--- config.mk ---
export PLATFORM = sky130hd
export DESIGN_NAME = terminal_key_escape_decoder
export DESIGN_NICKNAME = d
export VERILOG_FILES = /design/src/sv/tked_pkg.sv /design/src/sv/tked_core.sv /design/src/sv/terminal_key_escape_decoder.sv
export VERILOG_INCLUDE_DIRS = /design/src /design/src/sv
export SDC_FILE = /design/constraint.sdc
export NUM_CORES = 1
export LEC_CHECK = 0
export BUFFER_PORTS_ARGS = -buffer_cell sky130_fd_sc_hd__buf_2
export CAP_MARGIN = 25
export CORE_MARGIN = 2
export CORE_UTILIZATION = 60
export DETAILED_ROUTE_END_ITERATION = 10
export PLACE_DENSITY = 0.79
export RECOVER_POWER = 25
export SYNTH_ARGS = -nofsm -noshare
export SYNTH_HDL_FRONTEND = slang
export SYNTH_SLANG_ARGS = --single-unit
export TNS_END_PERCENT = 30
--- constraint.sdc ---
create_clock -name aclk -period 7.1 [get_ports aclk]
set_clock_uncertainty 0.15 [all_clocks]
set_input_delay 0.355 -clock aclk [delete_from_list [all_inputs] [get_ports aclk]]
set_output_delay 0.355 -clock aclk [all_outputs]
set_load 0.01 [all_outputs]
--- src/sv/assert_macros.svh ---
// assertion macros used by the rtl top level
`ifndef ASSERT_MACROS_SVH
`define ASSERT_MACROS_SVH

// same-cycle implication, disabled while reset is low
`define ASSERT_SAME(lbl, clk, rst_n, ante, cons) \
    lbl: assert property (@(posedge clk) disable iff (!(rst_n)) (ante) |-> (cons)) \
        else $error("%m: assertion failed");

// next-cycle implication, disabled while reset is low
`define ASSERT_NEXT(lbl, clk, rst_n, ante, cons) \
    lbl: assert property (@(posedge clk) disable iff (!(rst_n)) (ante) |=> (cons)) \
        else $error("%m: assertion failed");

`endif

--- src/sv/tked_pkg.sv ---
// types, constants and helper functions for the terminal key decoder
`default_nettype none

package tked_pkg;

    localparam int COORD_WIDTH = 16;
    localparam int OUT_COORD_W = 16;

    localparam logic [7:0] KEY_NUL     = 8'd0;
    localparam logic [7:0] KEY_ESC     = 8'd27;
    localparam logic [7:0] KEY_BRACKET = 8'd91;
    localparam logic [7:0] UPPER_LO    = 8'd64;   // exclusive bounds of A..Z
    localparam logic [7:0] UPPER_HI    = 8'd91;
    localparam logic [7:0] LOWER_LO    = 8'd96;   // exclusive bounds of a..z
    localparam logic [7:0] LOWER_HI    = 8'd123;
    localparam logic [7:0] KEY_CAP_A   = 8'd65;
    localparam logic [7:0] KEY_CAP_B   = 8'd66;
    localparam logic [7:0] KEY_CAP_C   = 8'd67;
    localparam logic [7:0] KEY_CAP_D   = 8'd68;

    typedef enum logic [2:0] {
        EV_LEFT  = 3'd0,
        EV_DOWN  = 3'd1,
        EV_UP    = 3'd2,
        EV_RIGHT = 3'd3,
        EV_QUIT  = 3'd4
    } event_t;

    typedef logic [COORD_WIDTH-1:0] coord_t;

    typedef struct packed {
        logic       escape_active;
        logic [1:0] seq_count;
        logic [7:0] seq_b0;
        logic [7:0] seq_b1;
        coord_t     pos_x;
        coord_t     pos_y;
        logic       stopped;
    } state_t;

    typedef struct packed {
        logic   valid;
        event_t code;
    } result_t;

    function automatic logic is_letter(input logic [7:0] b);
        return ((b > UPPER_LO) && (b < UPPER_HI)) || ((b > LOWER_LO) && (b < LOWER_HI));
    endfunction

    // plain-mode key map, both cases
    function automatic result_t plain_lookup(input logic [7:0] b);
        result_t r;
        r.valid = 1'b1;
        r.code  = EV_LEFT;
        unique case (b)
            "h", "H", "a", "A": r.code = EV_LEFT;
            "j", "J", "s", "S": r.code = EV_DOWN;
            "k", "K", "w", "W": r.code = EV_UP;
            "l", "L", "d", "D": r.code = EV_RIGHT;
            "q", "Q":           r.code = EV_QUIT;
            default:            r.valid = 1'b0;
        endcase
        return r;
    endfunction

    // sign-extend a coordinate and cut it to the output width
    function automatic logic [OUT_COORD_W-1:0] coord_out(input coord_t c);
        logic [31:0] ext;
        ext = 32'(signed'(c));
        return ext[OUT_COORD_W-1:0];
    endfunction

endpackage

`default_nettype wire

--- src/sv/tked_core.sv ---
// next-state and event logic for one terminal byte
`default_nettype none

module tked_core (
    input  wire logic [7:0]       key_byte,
    input  wire logic             frame_start,
    input  wire tked_pkg::state_t cur,
    output tked_pkg::state_t      nxt,
    output tked_pkg::result_t     res
);

    tked_pkg::result_t plain_res;
    logic              esc_after_fs;

    assign plain_res    = tked_pkg::plain_lookup(key_byte);
    assign esc_after_fs = cur.escape_active & ~frame_start;

    always_comb begin
        nxt       = cur;
        res.valid = 1'b0;
        res.code  = tked_pkg::EV_LEFT;

        if (!cur.stopped) begin
            nxt.escape_active = esc_after_fs;
            if (key_byte == tked_pkg::KEY_NUL) begin
                // nothing beyond the frame-start clear
            end else if (key_byte == tked_pkg::KEY_ESC) begin
                nxt.escape_active = 1'b1;
                nxt.seq_count     = 2'd0;
                nxt.seq_b0        = 8'd0;
                nxt.seq_b1        = 8'd0;
            end else if (!esc_after_fs) begin
                res = plain_res;
            end else begin
                // keep the first two bytes of the sequence
                if (cur.seq_count == 2'd0) begin
                    nxt.seq_b0    = key_byte;
                    nxt.seq_count = 2'd1;
                end else if (cur.seq_count == 2'd1) begin
                    nxt.seq_b1    = key_byte;
                    nxt.seq_count = 2'd2;
                end
                if (tked_pkg::is_letter(key_byte)) begin
                    nxt.escape_active = 1'b0;
                    if (nxt.seq_b0 == tked_pkg::KEY_BRACKET) begin
                        res.valid = 1'b1;
                        unique case (nxt.seq_b1)
                            tked_pkg::KEY_CAP_A: res.code = tked_pkg::EV_UP;
                            tked_pkg::KEY_CAP_B: res.code = tked_pkg::EV_DOWN;
                            tked_pkg::KEY_CAP_C: res.code = tked_pkg::EV_RIGHT;
                            tked_pkg::KEY_CAP_D: res.code = tked_pkg::EV_LEFT;
                            default:             res.valid = 1'b0;
                        endcase
                    end
                end
            end

            if (res.valid) begin
                unique case (res.code)
                    tked_pkg::EV_LEFT:  nxt.pos_x   = cur.pos_x - 1'b1;
                    tked_pkg::EV_RIGHT: nxt.pos_x   = cur.pos_x + 1'b1;
                    tked_pkg::EV_UP:    nxt.pos_y   = cur.pos_y - 1'b1;
                    tked_pkg::EV_DOWN:  nxt.pos_y   = cur.pos_y + 1'b1;
                    tked_pkg::EV_QUIT:  nxt.stopped = 1'b1;
                    default:            nxt.stopped = cur.stopped;
                endcase
            end
        end
    end

endmodule

`default_nettype wire

--- src/sv/terminal_key_escape_decoder.sv ---
// top level of the terminal key decoder: input register, decode, result register
//
// usage
//   s_ channel: one raw terminal byte per beat in s_tdata, s_tuser high marks the
//   first byte of a new polling frame and drops any escape sequence in progress
//   m_ channel: one beat per movement or quit event, carrying the event code and
//   the cursor coordinates after the event; bytes that cause no event give no beat
//   an accepted byte goes from the input register through decode into the result
//   register, which drives its event on m_; throughput: one byte per cycle unless
//   m_ stalls, set by the single decode stage between the two registers
//   stall: while m_tvalid is high and m_tready low, the pending byte stays in the
//   input register and s_tready drops; s_tready follows m_tready combinationally
//   reset: aresetn low at a clock edge clears both registers, the cursor (0,0),
//   escape mode and the quit flag
//   after a quit event every further byte is taken and dropped
`default_nettype none
`include "assert_macros.svh"

module terminal_key_escape_decoder (
    input  wire logic        aclk,
    input  wire logic        aresetn,
    // input channel
    input  wire logic        s_tvalid,
    output logic             s_tready,
    input  wire logic [7:0]  s_tdata,   // [7:0] key_byte
    input  wire logic        s_tuser,   // [0] frame_start
    // result channel
    output logic             m_tvalid,
    input  wire logic        m_tready,
    output logic [39:0]      m_tdata    // [2:0] event_code, [18:3] cursor_x,
                                        // [34:19] cursor_y, [39:35] zero
);

    // input register
    logic       in_valid_reg, in_valid_next;
    logic [7:0] in_byte_reg;
    logic       in_fs_reg;

    // decoder state
    tked_pkg::state_t st_reg, st_next;

    // result register
    logic                 out_valid_reg, out_valid_next;
    tked_pkg::event_t     out_code_reg;
    logic [15:0]          out_x_reg;
    logic [15:0]          out_y_reg;

    tked_pkg::result_t res;
    logic              s_accept;
    logic              out_free;
    logic              advance;

    // result slot can take a new value when empty or being drained this cycle
    assign out_free = ~out_valid_reg | m_tready;
    assign advance  = in_valid_reg & out_free;
    assign s_tready = ~in_valid_reg | out_free;
    assign s_accept = s_tvalid & s_tready;

    tked_core u_core (
        .key_byte    (in_byte_reg),
        .frame_start (in_fs_reg),
        .cur         (st_reg),
        .nxt         (st_next),
        .res         (res)
    );

    always_comb begin
        in_valid_next = in_valid_reg;
        if (s_accept) begin
            in_valid_next = 1'b1;
        end else if (advance) begin
            in_valid_next = 1'b0;
        end
        out_valid_next = out_valid_reg;
        if (out_free) begin
            out_valid_next = advance & res.valid;
        end
    end

    // control and decoder state
    always_ff @(posedge aclk) begin
        if (!aresetn) begin
            in_valid_reg  <= 1'b0;
            out_valid_reg <= 1'b0;
            st_reg        <= '0;
        end else begin
            in_valid_reg  <= in_valid_next;
            out_valid_reg <= out_valid_next;
            if (advance) begin
                st_reg <= st_next;
            end
        end
    end

    // payload
    always_ff @(posedge aclk) begin
        if (s_accept) begin
            in_byte_reg <= s_tdata;
            in_fs_reg   <= s_tuser;
        end
        if (advance && res.valid) begin
            out_code_reg <= res.code;
            out_x_reg    <= tked_pkg::coord_out(st_next.pos_x);
            out_y_reg    <= tked_pkg::coord_out(st_next.pos_y);
        end
    end

    assign m_tvalid = out_valid_reg;
    assign m_tdata  = {5'd0, out_y_reg, out_x_reg, out_code_reg};

    // quit is final
    `ASSERT_NEXT(a_stopped_sticky, aclk, aresetn, st_reg.stopped, st_reg.stopped)
    // once stopped, an empty result slot stays empty
    `ASSERT_NEXT(a_no_beat_after_quit, aclk, aresetn,
        st_reg.stopped && !out_valid_reg, !out_valid_reg)
    // a byte held behind a stalled result is not lost
    `ASSERT_NEXT(a_hold_on_stall, aclk, aresetn,
        in_valid_reg && out_valid_reg && !m_tready, in_valid_reg)
    // only defined event codes leave the block
    `ASSERT_SAME(a_code_range, aclk, aresetn, out_valid_reg,
        out_code_reg == tked_pkg::EV_LEFT || out_code_reg == tked_pkg::EV_DOWN ||
        out_code_reg == tked_pkg::EV_UP || out_code_reg == tked_pkg::EV_RIGHT ||
        out_code_reg == tked_pkg::EV_QUIT)

endmodule

`default_nettype wire

==> metrics.md <==
| Metric | Value |
|---|---|
| Post-synthesis simple-gate area fraction | `17.7%` |
| Total CTS buffers | `9` |
| Via density | `5.94` |
| Antenna violations before repair | `0` |
| Fin. max-slew vios | `0` |
| Max VDD drop | `0.146 mV` |
| Largest cells by area after synthesis | `edfxtp_1, dfxtp_1, ha_1` |
| PortBufs | `49` |
| Worst Setup Start Kind | `register` |
| Core ar. | `0.00924 mm2` |
| Worst Hold Path EP | `in_byte_reg[7]` |
| Area Growth Syn to Fin | `8.12%` |
| Global Route Usage Sum | `24.2%` |
| Synthesized area | `0.00570 mm2` |
| HPWL after DPL | `8110 um` |
| Max reg flops | `52` |
| Multiplexer share of the synthesized area | `8.41%` |
| First-pass GRT wire length | `20,000 um` |
| Net Sw Frac | `24.1%` |
| Pwr per Cell Area | `177 mW/mm2` |
| DR WL/cell | `around 16 um` |
| Hold crit path type | `in -> reg` |
| Root buffer cell | `clkbuf_8` |
| Iter 0 DRT Violations | `255` |
| Final WL | `11,900 um` |
| Fmax | `slightly above 0.2 GHz` |
| GPL Wtd Cong | `0.904` |
| Unique masters post-synth | `73` |
| Yosys warns | `0` |
| H-tree levels | `3` |
| Largest net degree at the start of global routing | `31` |
| Drt first pass iters | `5` |
| Commonest non-fill, non-tap cells in the layout | `nor2_1, dfxtp_1, edfxtp_1` |
| Worst Max-Slew Pin Slew | `approximately 1100 ps` |
| DP Worst Slack | `2190 ps` |
| Die width | `101 um` |
| Combinational share of power | `8.2%` |
| ANT cells | `0` |
| Clk sinks | `98` |
| Clock Power Share | `roughly 36%` |
| Worst reg-to-reg path cell count | `15` |
| Die H | `~100 um` |
| Cells after Synth | `between 500 and 600` |
| Async set or reset register ratio after synthesis | `0%` |
| Synth Area per Inst | `9.95 um2` |
| FP Rows | `35` |
| Sequential-to-total area share from yosys stat | `between 40% and 50%` |
| Final period utilization | `69.8%` |
| Most used DFF post-synth | `dfxtp_1` |
| # Max-Cap Violations | `0` |
| Lkg Pwr | `2.37 nW` |
| Vias in the first global route | `4,241` |
| Initial Utilization | `61.7%` |
| Nets | `656` |
| Worst Setup Path Type | `reg -> reg` |
| Worst Path Required | `7080 ps` |
| Met2 usage | `40.4%` |
| Hold depth | `1` |
| Drt drc | `0` |
| Die area | `0.0103 mm2` |
| Grt met1 use | `32.5%` |
| Critical Path AT | `4930 ps` |
| Slew HR | `29.3%` |
| Post-Synth XOR/XNOR Area | `4.46%` |
| Switching Power | `about 0.26 mW` |
| Post-cts sizing count | `0` |
| Post-DRT Antenna Nets | `0` |
| GR Overflow Total | `0` |
| Layout fillers | `~750` |
| Clock transition at path regs | `100 ps` |
| Yosys top cell by area | `edfxtp_1` |
| Vias | `4,440` |
| CTS tree | `yes` |
| CTS Buffer Depth | `2` |
| FF-to-FF End | `out_y_reg[15]` |
| Area share of the leading cell type in the synthesized netlist | `23.2%` |
| Count of final setup violators | `0` |
| Reg-to-reg slack, setup | `roughly 2100 ps` |
| Fraction of layout cells with a size suffix above 1 | `11.8%` |
| Critical path fanouts, max | `15` |
| Synth Area in Compound Gates | `16.7%` |
| Setup WS post-layout | `2140 ps` |
| Pint | `between 0.8 and 0.9 mW` |
| Crit path time final | `4960 ps` |
| Status | `finished, final reports clean` |
| Clock Latency Late Sink | `approximately 370 ps` |
| # IOs | `between 50 and 60` |
| Crit. End Element | `register` |
| Largest family of logic cells by synthesized area | `simple AND/OR/NAND/NOR gates` |
| Seq pwr share | `a little under three fifths` |
| Post-synth EDFFs | `44` |
| Commonest non-fill, non-tap cell in the layout | `nor2_1` |
| RR Startpoint | `st_reg[49]` |
| Grt met3 use | `3.11%` |
| #FFs+latches synth | `98` |
| Total negative setup slack | `0 ps` |
| Fin. Hold Viols | `0` |
| Unrepaired setup endpoints after global routing | `false` |
| Min-delay src | `s_tdata[7]` |
| Post-Synth Adder-Cell Area | `between 6 and 7%` |
| Gr busiest metal | `met2` |
through the flow:
stage	area, um2	hold slack, ps	util (%)	cells	power (mW)
finish	6160	8.79	66.7	747	1.09
global placement	5960	314	64.5	729	0.701
CTS	6200	0.619	67.1	746	1.09
floorplan	5710	300	-	577	0.688
global route	6160	1.28	66.7	747	1.12
detailed placement	5960	325	64.5	729	0.704
critical path, stage by stage, from the launching register on:
cell and delay [ps]:
dfxtp_1 440, nor2b_1 460, mux2_4 360, nor3_2 180, a31oi_2 170, nor2b_1 200, inv_1 410, ha_1 350
a211oi_1 270, nor2_1 110, o311ai_0 600, a211oi_1 190, nor3_1 390, o31ai_1 140, a21o_1 180, xnor2_1 110
cell type report:
cell class,instances,area (um2),share of cell area (%)
well taps,129,161,2.62
multi-input cells,444,3110,50.5
flip-flops and latches,98,2400,39.0
clock inverters,3,22.5,0.365
clock buffers,13,203,3.29
inverters,7,26.3,0.426
repair buffers,53,236,3.84
what timing repair did:
item,4_1_cts,5_1_grt
hold endpoints to repair,1,1
setup buffers,0,0
hold buffers,1,1
cell families (layout without fill, tap and decap cells):
kind of cell,count (synthesis),count (layout)
other cells,1,5
simple gates,198,198
fa+ha+maj,30,30
buf+inv,35,76
mux,38,38
compound gates,144,144
flops,98,98
xor+xnor,29,29
synth_stat cells (all sizes together), types with 5 or more instances:
cell type,count
dfxtp,54
nor2b,7
mux2,28
o311ai,5
nand2b,11
nor2,62
edfxtp,44
nand3,15
a21o,7
buf,22
nor3,20
a211oi,13
or3,9
a21oi,42
nand2,41
xnor2,26
or2,7
a22oi,18
o21a,10
o21ai,28
mux2i,10
ha,28
inv,6
and3,5
clkbuf,6
layer usage:
metal / part of all wire, % / vias up
li1: - / 2187
met1: 46 / 2091
met2: 48 / 145
met3: 5.0 / 17
met4: 1.6 / 0
met5: 0 / -
worst max path at each step:
| stage | from | endpoint | slack (ps) | cells past startpoint |
|---|---|---|---|---|
| floorplan | in_byte_reg[0] | out_code_reg[0] | 1690 | 6 |
| finish | st_reg[49] | out_y_reg[15] | 2140 | 15 |
| CTS | st_reg[49] | out_y_reg[15] | 2170 | 15 |
| global route | st_reg[49] | out_y_reg[15] | 1610 | 15 |
| detailed placement | st_reg[49] | out_y_reg[15] | 2190 | 15 |
| global placement | st_reg[49] | out_y_reg[15] | 2430 | 15 |
power groups by stage:
stage                     clock network [mW]  registers, mW  logic, mW
after floorplan                            0          0.612     0.0758
after global placement                     0          0.616     0.0850
after detailed placement                   0          0.616     0.0878
after CTS                              0.398          0.603     0.0890
after global routing                   0.420          0.605     0.0993
final                                  0.396          0.604     0.0897
(Power assumes the default switching activity.)
